<file path="src/design/ecrt_pkg.sv">
// Shared types, constants and codes of the elevator call request table.
// Depends on nothing; ecrt_dp, ecrt_ctrl and the top level import it.
package ecrt_pkg;

  // Table geometry.
  localparam int FLOORS      = 4;
  localparam int BUTTONS     = 3;
  localparam int STAMP_WIDTH = 16;
  localparam int ENTRIES     = FLOORS * BUTTONS;
  localparam int ENTRY_W     = $clog2(ENTRIES);
  localparam int FLOOR_W     = $clog2(FLOORS);

  // Fixed field widths of the stream words.
  localparam int CMD_W      = 2;
  localparam int FLOOR_NUM_W = 2;
  localparam int BTN_W      = 2;
  localparam int LAMP_W     = 12;
  localparam int AGE_W      = 16;
  localparam int IN_DATA_W  = 8;
  localparam int OUT_DATA_W = 40;

  localparam logic [STAMP_WIDTH-1:0] STAMP_MAX = {STAMP_WIDTH{1'b1}};

  // Command codes of an input word.
  typedef enum logic [CMD_W-1:0] {
    CMD_PRESS = 2'd0,
    CMD_OPEN  = 2'd1,
    CMD_CLOSE = 2'd2,
    CMD_CLEAR = 2'd3
  } cmd_e;

  // Button codes.
  localparam logic [BTN_W-1:0] BTN_UP   = 2'd0;
  localparam logic [BTN_W-1:0] BTN_DOWN = 2'd1;
  localparam logic [BTN_W-1:0] BTN_CAB  = 2'd2;

  // Commands from the controller to the datapath.
  typedef struct packed {
    logic load;      // capture the accepted input word
    logic exec;      // apply the command to the table, restart the scan
    logic scan_rd;   // read the stamp at the scan pointer
    logic query_rd;  // read the stamp of the addressed entry
    logic finish;    // load the output register
  } ecrt_cmd_t;

  // Status from the datapath to the controller.
  typedef struct packed {
    logic scan_last;  // scan pointer is at the last entry
    logic out_hold;   // output register is full and not being taken
  } ecrt_stat_t;

endpackage

</file>
<file path="src/design/ecrt_ram.sv">
// Generic single-write, single-read RAM with a registered read port.
// Depends on nothing.
module ecrt_ram #(
  parameter int WIDTH = 16,
  parameter int DEPTH = 12
) (
  input  logic                     clk_i,
  input  logic                     we_i,
  input  logic [$clog2(DEPTH)-1:0] waddr_i,
  input  logic [WIDTH-1:0]         wdata_i,
  input  logic                     re_i,
  input  logic [$clog2(DEPTH)-1:0] raddr_i,
  output logic [WIDTH-1:0]         rdata_o
);

  logic [WIDTH-1:0] mem_q [DEPTH];
  logic [WIDTH-1:0] rdata_q;

  // Write port.
  always_ff @(posedge clk_i) begin
    if (we_i) begin
      mem_q[waddr_i] <= wdata_i;
    end
  end

  // Registered read port; data holds while no read is issued.
  always_ff @(posedge clk_i) begin
    if (re_i) begin
      rdata_q <= mem_q[raddr_i];
    end
  end

  assign rdata_o = rdata_q;

endmodule

</file>
<file path="src/design/ecrt_dp.sv">
// Datapath of the call request table: active bits, stamp RAM, scan and result word.
// Depends on ecrt_pkg and ecrt_ram.
module ecrt_dp
  import ecrt_pkg::*;
(
  input  logic                  clk_i,
  input  logic                  rst_ni,
  input  logic                  cfg_we_i,
  input  logic                  cfg_wdata_i,
  input  logic [IN_DATA_W-1:0]  in_data_i,
  output logic                  out_valid_o,
  input  logic                  out_ready_i,
  output logic [OUT_DATA_W-1:0] out_data_o,
  input  ecrt_cmd_t             cmd_i,
  output ecrt_stat_t            stat_o
);

  // Configuration and table state.
  logic                   accept_q;
  logic [ENTRIES-1:0]     active_q, active_d;
  logic [STAMP_WIDTH-1:0] next_q, next_d;

  // Captured input word.
  cmd_e                   cmd_q;
  logic [FLOOR_NUM_W-1:0] floor_q;
  logic [BTN_W-1:0]       btn_q;

  // Scan pointer and the read in flight.
  logic [ENTRY_W-1:0]     scan_idx_q;
  logic [FLOOR_W-1:0]     scan_floor_q;
  logic [BTN_W-1:0]       scan_btn_q;
  logic                   rd_vld_q;
  logic [ENTRY_W-1:0]     rd_idx_q;
  logic [FLOOR_W-1:0]     rd_floor_q;
  logic [BTN_W-1:0]       rd_btn_q;

  // Running oldest requests.
  logic                   cab_found_q, hall_found_q;
  logic [STAMP_WIDTH-1:0] cab_best_q, hall_best_q;
  logic [FLOOR_W-1:0]     cab_floor_q, hall_floor_q;

  // Output register.
  logic                   out_valid_q;
  logic [OUT_DATA_W-1:0]  out_data_q;

  logic                   floor_ok, entry_ok, open_cmd, open_en;
  logic [ENTRY_W-1:0]     ent_idx, rd_addr;
  logic [STAMP_WIDTH-1:0] rdata;
  logic                   ent_active;
  logic [AGE_W-1:0]       ent_age;

  // Addressed entry and its range checks.
  assign floor_ok = 32'(floor_q) < FLOORS;
  assign entry_ok = floor_ok && (32'(btn_q) < BUTTONS);
  assign ent_idx  = ENTRY_W'(32'(floor_q) * BUTTONS + 32'(btn_q));
  assign open_cmd = (cmd_q == CMD_OPEN) || ((cmd_q == CMD_PRESS) && accept_q);
  assign open_en  = cmd_i.exec && open_cmd && entry_ok && !active_q[ent_idx];

  // Configuration register.
  always_ff @(posedge clk_i or negedge rst_ni) begin
    if (!rst_ni) begin
      accept_q <= 1'b0;
    end else if (cfg_we_i) begin
      accept_q <= cfg_wdata_i;
    end
  end

  // Input word capture.
  always_ff @(posedge clk_i) begin
    if (cmd_i.load) begin
      cmd_q   <= cmd_e'(in_data_i[CMD_W-1:0]);
      floor_q <= in_data_i[CMD_W+FLOOR_NUM_W-1:CMD_W];
      btn_q   <= in_data_i[CMD_W+FLOOR_NUM_W+BTN_W-1:CMD_W+FLOOR_NUM_W];
    end
  end

  // Command execution on the active bits and the stamp counter.
  always_comb begin
    active_d = active_q;
    next_d   = next_q;
    if (cmd_i.exec) begin
      unique case (cmd_q)
        CMD_PRESS, CMD_OPEN: begin
          if (open_en) begin
            active_d[ent_idx] = 1'b1;
            if (next_q != STAMP_MAX) begin
              next_d = next_q + 1'b1;
            end
          end
        end
        CMD_CLOSE: begin
          for (int f = 0; f < FLOORS; f++) begin
            for (int b = 0; b < BUTTONS; b++) begin
              if (floor_ok && (32'(floor_q) == f)) begin
                active_d[f*BUTTONS+b] = 1'b0;
              end
            end
          end
        end
        CMD_CLEAR: begin
          active_d = '0;
          next_d   = '0;
        end
        default: begin
          active_d = active_q;
        end
      endcase
    end
  end

  always_ff @(posedge clk_i or negedge rst_ni) begin
    if (!rst_ni) begin
      active_q <= '0;
      next_q   <= '0;
    end else begin
      active_q <= active_d;
      next_q   <= next_d;
    end
  end

  // Stamp memory: written on open, read by the scan and by the entry query.
  assign rd_addr = cmd_i.scan_rd ? scan_idx_q : ent_idx;

  ecrt_ram #(
    .WIDTH (STAMP_WIDTH),
    .DEPTH (ENTRIES)
  ) u_stamp_ram (
    .clk_i   (clk_i),
    .we_i    (open_en),
    .waddr_i (ent_idx),
    .wdata_i (next_q),
    .re_i    (cmd_i.scan_rd | cmd_i.query_rd),
    .raddr_i (rd_addr),
    .rdata_o (rdata)
  );

  // Scan pointer walks floor by floor, buttons in order.
  always_ff @(posedge clk_i or negedge rst_ni) begin
    if (!rst_ni) begin
      rd_vld_q <= 1'b0;
    end else begin
      rd_vld_q <= cmd_i.scan_rd;
    end
  end

  always_ff @(posedge clk_i) begin
    if (cmd_i.exec) begin
      scan_idx_q   <= '0;
      scan_floor_q <= '0;
      scan_btn_q   <= '0;
    end else if (cmd_i.scan_rd) begin
      scan_idx_q <= scan_idx_q + 1'b1;
      if (scan_btn_q == BTN_CAB) begin
        scan_btn_q   <= BTN_UP;
        scan_floor_q <= scan_floor_q + 1'b1;
      end else begin
        scan_btn_q <= scan_btn_q + 1'b1;
      end
    end
    rd_idx_q   <= scan_idx_q;
    rd_floor_q <= scan_floor_q;
    rd_btn_q   <= scan_btn_q;
  end

  assign stat_o.scan_last = scan_idx_q == ENTRY_W'(ENTRIES - 1);

  // Oldest search; a strictly smaller stamp wins, so earlier entries keep ties.
  always_ff @(posedge clk_i) begin
    if (cmd_i.exec) begin
      cab_found_q  <= 1'b0;
      hall_found_q <= 1'b0;
      cab_floor_q  <= '0;
      hall_floor_q <= '0;
    end else if (rd_vld_q && active_q[rd_idx_q]) begin
      if (rd_btn_q == BTN_CAB) begin
        if (!cab_found_q || (rdata < cab_best_q)) begin
          cab_found_q <= 1'b1;
          cab_best_q  <= rdata;
          cab_floor_q <= rd_floor_q;
        end
      end else begin
        if (!hall_found_q || (rdata < hall_best_q)) begin
          hall_found_q <= 1'b1;
          hall_best_q  <= rdata;
          hall_floor_q <= rd_floor_q;
        end
      end
    end
  end

  // Addressed entry status; the query read has returned by the finish cycle.
  assign ent_active = entry_ok && active_q[ent_idx];
  assign ent_age    = ent_active ? AGE_W'(rdata) : '0;

  // Output register.
  assign stat_o.out_hold = out_valid_q && !out_ready_i;

  always_ff @(posedge clk_i or negedge rst_ni) begin
    if (!rst_ni) begin
      out_valid_q <= 1'b0;
    end else if (cmd_i.finish) begin
      out_valid_q <= 1'b1;
    end else if (out_ready_i) begin
      out_valid_q <= 1'b0;
    end
  end

  always_ff @(posedge clk_i) begin
    if (cmd_i.finish) begin
      out_data_q <= {5'b0, ent_age, ent_active, LAMP_W'(active_q),
                     FLOOR_NUM_W'(hall_floor_q), hall_found_q,
                     FLOOR_NUM_W'(cab_floor_q), cab_found_q};
    end
  end

  assign out_valid_o = out_valid_q;
  assign out_data_o  = out_data_q;

endmodule

</file>
<file path="src/design/ecrt_ctrl.sv">
// Sequencer of the call request table: execute, scan, query and hand off the result.
// Depends on ecrt_pkg.
module ecrt_ctrl
  import ecrt_pkg::*;
(
  input  logic       clk_i,
  input  logic       rst_ni,
  input  logic       in_valid_i,
  output logic       in_ready_o,
  input  ecrt_stat_t stat_i,
  output ecrt_cmd_t  cmd_o
);

  localparam logic [2:0] S_IDLE  = 3'd0;
  localparam logic [2:0] S_EXEC  = 3'd1;
  localparam logic [2:0] S_SCAN  = 3'd2;
  localparam logic [2:0] S_QUERY = 3'd3;
  localparam logic [2:0] S_DONE  = 3'd4;

  logic [2:0] state_q, state_d;

  // Next state and datapath commands.
  always_comb begin
    state_d  = state_q;
    cmd_o    = '0;
    in_ready_o = 1'b0;
    unique case (state_q)
      S_IDLE: begin
        in_ready_o = 1'b1;
        if (in_valid_i) begin
          cmd_o.load = 1'b1;
          state_d    = S_EXEC;
        end
      end
      S_EXEC: begin
        cmd_o.exec = 1'b1;
        state_d    = S_SCAN;
      end
      S_SCAN: begin
        cmd_o.scan_rd = 1'b1;
        if (stat_i.scan_last) begin
          state_d = S_QUERY;
        end
      end
      S_QUERY: begin
        cmd_o.query_rd = 1'b1;
        state_d        = S_DONE;
      end
      S_DONE: begin
        if (!stat_i.out_hold) begin
          cmd_o.finish = 1'b1;
          state_d      = S_IDLE;
        end
      end
      default: begin
        state_d = S_IDLE;
      end
    endcase
  end

  always_ff @(posedge clk_i or negedge rst_ni) begin
    if (!rst_ni) begin
      state_q <= S_IDLE;
    end else begin
      state_q <= state_d;
    end
  end

endmodule

</file>
<file path="src/design/elevator_call_request_table.sv">
// Top level of the elevator call request table.
// Depends on ecrt_pkg, ecrt_ctrl, ecrt_dp and ecrt_ram.
//
//   Channel  Direction  Word contents
//   s_axis   in         command, floor_number, button_kind
//   m_axis   out        oldest cab and hall floors, lamp mask, addressed entry
//   cfg      in         accept_calls, written on cfg_we_i
//
// A word is accepted only in the idle cycle; the sequencer then applies the command,
// scans the stamp RAM entry by entry through its single read port, reads the addressed
// entry and loads the result into the output register, so a new word is taken only
// after the last result is loaded. While a result waits on m_axis the next word
// is worked on, and the sequencer stalls in its last step until the output is free.
// Reset clears the request table, the stamp counter and accept_calls.
module elevator_call_request_table
  import ecrt_pkg::*;
(
  input  logic                  clk_i,
  input  logic                  rst_ni,
  input  logic                  cfg_we_i,
  input  logic                  cfg_wdata_i,   // accept_calls
  input  logic                  s_axis_tvalid,
  output logic                  s_axis_tready,
  // [1:0] command, [3:2] floor_number, [5:4] button_kind, [7:6] zero
  input  logic [IN_DATA_W-1:0]  s_axis_tdata,
  output logic                  m_axis_tvalid,
  input  logic                  m_axis_tready,
  // [0] cab_found, [2:1] oldest_cab_floor, [3] hall_found, [5:4] oldest_hall_floor,
  // [17:6] lamp_mask, [18] entry_active, [34:19] entry_age, [39:35] zero
  output logic [OUT_DATA_W-1:0] m_axis_tdata
);

  ecrt_cmd_t  cmd;
  ecrt_stat_t stat;

  // Sequencer.
  ecrt_ctrl u_ctrl (
    .clk_i      (clk_i),
    .rst_ni     (rst_ni),
    .in_valid_i (s_axis_tvalid),
    .in_ready_o (s_axis_tready),
    .stat_i     (stat),
    .cmd_o      (cmd)
  );

  // Table, scan and result word.
  ecrt_dp u_dp (
    .clk_i       (clk_i),
    .rst_ni      (rst_ni),
    .cfg_we_i    (cfg_we_i),
    .cfg_wdata_i (cfg_wdata_i),
    .in_data_i   (s_axis_tdata),
    .out_valid_o (m_axis_tvalid),
    .out_ready_i (m_axis_tready),
    .out_data_o  (m_axis_tdata),
    .cmd_i       (cmd),
    .stat_o      (stat)
  );

endmodule
</file>
<file path="config.mk">
export PLATFORM = sky130hd
export DESIGN_NAME = elevator_call_request_table
export DESIGN_NICKNAME = d
export VERILOG_FILES = /design/src/design/ecrt_pkg.sv /design/src/design/ecrt_ram.sv /design/src/design/ecrt_dp.sv /design/src/design/ecrt_ctrl.sv /design/src/design/elevator_call_request_table.sv
export SDC_FILE = /design/constraint.sdc
export NUM_CORES = 1
export LEC_CHECK = 0
export BUFFER_PORTS_ARGS = -buffer_cell sky130_fd_sc_hd__buf_4
export CORE_MARGIN = 1.5
export CORE_UTILIZATION = 50
export DETAILED_ROUTE_END_ITERATION = 6
export GPL_TIMING_DRIVEN = 0
export PLACE_DENSITY = 0.69
export SKIP_CTS_REPAIR_TIMING = 1
export SLEW_MARGIN = 5
export SYNTH_ARGS = -nofsm -noshare
export SYNTH_HDL_FRONTEND = slang
export SYNTH_SLANG_ARGS = --single-unit
</file>
<file path="constraint.sdc">
create_clock -name clk_i -period 3.7 [get_ports clk_i]
set_input_delay 0.37 -clock clk_i [delete_from_list [all_inputs] [get_ports clk_i]]
set_output_delay 0.37 -clock clk_i [all_outputs]
set_load 0.05 [all_outputs]
</file>
## After elaboration in Yosys (flattened, before gate mapping)

Memories as Yosys holds them, arrays and structs flattened. A register that Yosys moved wholly into a read port is not among the register bits.
Index checks and enable logic that the tools add are counted.

| word-level totals | value |
|---|---|
| memories kept | 1 |
| word-level logic and storage cells | 131 |
| output and inout port bits | 42 |
| register bits | 129 |
| RAM bits | 192 |
| bits of input ports | 14 |

Memories:

| memory | words | width | rd ports | clocked after Yosys merged registers in | write ports | line | source |
|---|---|---|---|---|---|---|---|
| u_dp.u_stamp_ram.mem_q | 12 | 16 | 1 | 1 | 1 | ecrt_ram.sv:16 | `logic [WIDTH-1:0] mem_q [DEPTH];` |

| cells by class | value |
|---|---|
| $add $sub $neg | 5 |
| reduce and logical (&&, ||, !) cells | 32 |
| $lt $le $gt $ge | 6 |
| multiplexer cells | 33 |
| eq/ne operators | 23 |
| bitwise gates (word level) | 4 |
| multiply operators | 1 |

Operators by type and width:

| kind | number |
|---|---|
| $pmux W12 S3 | 1 |
| $lt A16 B16 Y1 | 2 |
| $mux W16 | 2 |
| $pmux W16 S2 | 1 |
| $reduce_and A3 Y1 | 7 |
| $mux W1 | 19 |
| $add A16 B1 Y16 const B | 1 |
| $ne A16 B16 Y1 const B | 1 |
| $pmux W3 S5 | 1 |
| $eq A2 B2 Y1 const B | 6 |
| $mux W12 | 1 |
| $ne A2 B1 Y1 const B | 6 |
| $or A12 B12 Y12 | 1 |
| $reduce_and A4 Y1 | 3 |
| $lt A4 B5 Y1 const B | 2 |
| $mux W3 | 3 |
| $bmux W1 S4 | 2 |
| $logic_and A1 B1 Y1 | 8 |
| $eq A3 B2 Y1 const B | 2 |
| $ne A2 B2 Y1 const B | 3 |
| $add A2 B1 Y2 const B | 2 |
| $add A4 B1 Y4 const B | 1 |
| $add A4 B2 Y4 | 1 |
| $demux W1 S4 | 1 |
| other kinds (18) | 27 |

## Logic depth before layout (Yosys ltp)

| depth | value |
|---|---|
| depth in word-level cells | 9 |
| depth in mapped cells | 11 |
| depth with buffers taken out | 9 |

## Hierarchy

A second synthesis with hierarchy kept.

| unflattened totals | value |
|---|---|
| cells, all modules | 843 |
| area, all modules | 13794.5 µm² |

By module, submodules not included:

| module | cells an instance | area each (µm²) | instances | sequential area each (µm²) |
|---|---|---|---|---|
| ecrt_ram | 342 | 7770.0 | 1 | 6246.0 |
| ecrt_dp | 483 | 5835.6 | 1 | 3408.3 |
| ecrt_ctrl | 18 | 188.9 | 1 | 75.1 |

## Worst setup path after synthesis

OpenSTA, ideal clock, no wires.

| timing | value |
|---|---|
| path kind | register to register |
| start | register u_dp.floor_q[0] |
| end | memory u_dp.u_stamp_ram.mem_q[8][0] (enable) |
| required time | 3.288 ns |
| data arrival time | 3.470 ns |
| stages on the path, launching flop included | 7 |
| path buffers | 0 |
| period minus slack after synthesis | 3.882 ns |
| setup slack | -0.182 ns |
| library setup time | 0.412 ns |
| cells stage by stage | edfxtp_1 -> fa_1 -> ha_1 -> fa_1 -> nor2b_1 -> or3b_1 -> nor3_1 |

| on the way | value |
|---|---|
| cells in the longest elaborated chain, start to end | 8 |

RTL lines:

| element | line | source |
|---|---|---|
| from (decl) | ecrt_dp.sv:25 | `logic [FLOOR_NUM_W-1:0] floor_q;` |
| from (signal assigned) | ecrt_dp.sv:72 | `floor_q <= in_data_i[CMD_W+FLOOR_NUM_W-1:CMD_W];` |
| $mul A2 B2 Y4 * | ecrt_dp.sv:55 | `assign ent_idx = ENTRY_W'(32'(floor_q) * BUTTONS + 32'(btn_q));` |
| $add A4 B2 Y4 * | ecrt_dp.sv:55 |  |
| $bmux W1 S4 | ecrt_dp.sv:57 | `assign open_en = cmd_i.exec && open_cmd && entry_ok && !active_q[ent_idx];` |
| $mux W1 (implied by the code) | ecrt_dp.sv:57 |  |
| $logic_not A1 Y1 | ecrt_dp.sv:57 |  |
| $logic_and A1 B1 Y1 | ecrt_dp.sv:57 |  |
| $mux W1 | ecrt_ram.sv:21 | `if (we_i) begin` |
| $mux W1 (implied by the code) | ecrt_ram.sv:22 | `mem_q[waddr_i] <= wdata_i;` |
| to (decl) | ecrt_ram.sv:16 |  |

Mark *: on every way between the ends. The rest lies on a longest branch, timed or not. The select of a mux whose other input is x is not followed.

## Worst setup path after layout

| timing | value |
|---|---|
| start | register u_dp.floor_q[0] |
| end | memory u_dp.u_stamp_ram.mem_q[6][14] (enable) |

The elaborated chain is that of the path after synthesis.

==> summary.md <==
| Metric | Value |
|---|---|
| Syn Std Cell Area | 13600 um^2 |
| Worst Tran Pin Value | 1.21 ns |
| Die X-Extent | 168 um |
| Residual DRC | 0 |
| Cell Rows | 60 |
| Worst Skew | 0.0249 ns |
| Vias in the first global route | 7120 |
| Vias/cell | between 5 and 6 |
| Minimum clock period | 3.49 ns |
| Layout cells sized above 1 | 22.9% |
| # IOs | 56 |
| Dpl cell area | 14600 um^2 |
| TritonCTS clock tree | done |
| Overall Power | 11.2 mW |
| Inserted Diodes | 0 |
| CP max stage delay | 0.66 ns |
| Netlist cell types | 61 |
| Inst Count DP | 1216 |
| Post-DP HPWL | 18.0 mm |
| Crit-path max FO | 10 |
| Largest net degree at the start of global routing | 36 |
| Crit path launch type | flop |
| H-tree levels | 2 |
| Fin area | 15800 um^2 |
| Worst-path clk slew | approximately 0.050 ns |
| Slew Limit Headroom | 18.6% |
| WL final | between 20 and 30 mm |
| Synth warn | 0 |
| Sequential share of the synthesized area | a little under three quarters |
| Clock buffer depth | 3 |
| LEAKAGE | around 6 nW |
| Peak VDD IR | 0.389 mV |
| Arrival time at the worst endpoint | 3.72 ns |
| Most common cell after layout, fill and taps aside | edfxtp_1 |
| Antenna violations before repair | 0 |
| Synth Instances | 810 |
| Final std cells w/o fill | between 1000 and 1500 |
| CP dominant cell by count | fa_1 |
| Synth async-reset ratio | 10.1% |
| Fin crit share | between 90% and 100% |
| WP data required | 3.92 ns |
| Vias | 7223 |
| Layout area overhead | 16.0% |
| Pre-antenna DRT Iters | 5 |
| WS Path Type | reg2reg |
| Syn avg cell area | 16.8 um^2 |
| Die area | 28200 um^2 |
| Maximum clock rate | 286 MHz |
| Worst Slack Setup Final | just over 0.2 ns |
| CP max-delay cell | fa_1 |
| Worst Hold Class | in2reg |
| EDFF count, synth | 281 |
| Final core occ | 58.8% |
| Root buffer cell | clkbuf_16 |
| Worst Path Buf+Inv | 1 |
| Hold Vio Cnt, Final | 0 |
| Fin. max-slew vios | 0 |
| RePlAce Congestion | between 0.8 and 0.9 |
| Port bufs | 48 |
| Total Routing Usage GR | roughly a fifth |
| Worst-skew pair later-pin latency | 0.53 ns |
| Dpl ws | -0.364 ns |
| Status | finished clean |
| Total negative slack | 0 ns |
| Unrepaired setup endpoints after global routing | false |
| Hold slack | 0.0172 ns |
| Synth Flop Type | edfxtp_1 |
| Critical path's top delay family | adder cells |
| CTS Buf Count | 35 |
| Antenna Nets Post-Route | 0 |
| Cell area power density | about 710 nW/um^2 |
| Max-cap violation count | 0 |
| Fillers | 2029 |
| Most frequent cells in the layout | edfxtp_1 (281), inv_1 (55), buf_4 (55) |
| Initial Util | 50.7% |
| WL/cell | 20.5 um |
| Nets | between 900 and 1000 |
| Worst-path cell chain | fa_1, ha_2, fa_1, nand2b_1, or3_1, nor2_2, buf_8 |
| Total gr overflow | 0 |
| Endpoints failing setup | 0 |
| DRT iter0 DRCs | 551 |
| Synthesized flop and latch total | 337 |
| Core Box Area | roughly 27000 um^2 |
| Die height | 168 um |
| Clk sink count | 337 |
| CP endpoint kind | flop |
| First-pass GRT wire length | 40.7 mm |
## path summary, 6_finish.rpt
| path | cells past startpoint | slack, ns | from | end |
|---|---|---|---|---|
| worst max-delay path | 7 | 0.21 | u_dp.floor_q[0] | u_dp.u_stamp_ram.mem_q[6][14] |
| worst min register to register | 0 | 0.37 | u_dp.scan_floor_q[1] | u_dp.rd_floor_q[1] |
| min in group asynchronous | 2 | 0.36 | rst_ni | u_dp.next_q[0] |
| worst min-delay path | 1 | 0.02 | s_axis_tdata[4] | u_dp.btn_q[0] |
| max in group asynchronous | 2 | 2.97 | rst_ni | u_dp.rd_vld_q |
| worst max register to register | 7 | 0.21 | u_dp.floor_q[0] | u_dp.u_stamp_ram.mem_q[6][14] |
## routing by layer
layer | track usage [%] | share of wire (%) | vias to the layer above
met4 | 6.06 | 2.1 | 0
met2 | 31.4 | 48 | 240
met1 | 26.2 | 44 | 3639
li1 | - | - | 3304
met5 | 0 | 0 | -
met3 | 3.34 | 6.1 | 40
## where the power goes
group | switching (mW) | internal (mW) | leakage (nW)
registers | 0.367 | 4.61 | 3.40
clock network | 1.40 | 1.95 | 0.540
logic | 1.72 | 1.13 | 2.08
total | 3.49 | 7.69 | 6.02
## synthesized netlist by cell type (10+ instances only)
master | n | share of area [%]
inv_1 | 55 | 1.5
dfrtp_1 | 34 | 6.2
nor3_1 | 14 | 0.51
and2_1 | 21 | 0.96
a21o_1 | 10 | 0.55
nor2_1 | 44 | 1.2
nand2_1 | 33 | 0.91
edfxtp_1 | 281 | 62
o21ai_0 | 23 | 0.84
a22oi_1 | 16 | 0.88
mux4_2 | 54 | 8.9
clkbuf_1 | 12 | 0.33
ha_1 | 38 | 3.5
dfxtp_1 | 22 | 3.2
a21oi_1 | 20 | 0.73
## cell type report
type | instances | area (um^2) | area share [%]
flip-flops and latches | 337 | 9730 | 61.6
multi-input cells | 392 | 3610 | 22.8
clock buffers | 50 | 993 | 6.29
repair buffers | 62 | 547 | 3.46
well taps | 341 | 427 | 2.70
inverters | 56 | 210 | 1.33
plain buffers | 28 | 181 | 1.15
clock inverters | 13 | 104 | 0.657
## worst reg2reg max path, stage by stage (launching register included)
cell	delay, ns
edfxtp_1	0.48
fa_1	0.50
ha_2	0.20
fa_1	0.66
nand2b_1	0.09
or3_1	0.52
nor2_2	0.51
buf_8	0.24
## cells by family (layout without fill, tap and decap cells)
family / Yosys count / count (layout) / share of synthesized area [%]
multiplexers: 65 / 65 / 9.75
adder cells (fa/ha/maj): 40 / 40 / 3.78
other: 1 / 5 / 0.0275
XOR/XNOR: 15 / 15 / 0.964
flip-flops: 337 / 337 / 71.4
AND/OR/NAND/NOR: 165 / 165 / 6.39
AO/OA/AOI/OAI: 102 / 102 / 4.85
buffers and inverters: 85 / 209 / 2.82
## registers in the layout, summed over array words and instances, names as in the netlist, 4 cells and up
register and cells:
u_dp.hall_best_q 16, u_dp.active_q 12, u_dp.u_stamp_ram.mem_q 192, u_dp.rd_idx_q 4
u_dp.u_stamp_ram.rdata_o 16, u_dp.cab_best_q 16, u_dp.scan_idx_q 4, u_dp.out_data_o 35
u_dp.next_q 16
Power figures use the tool's default switching activity.
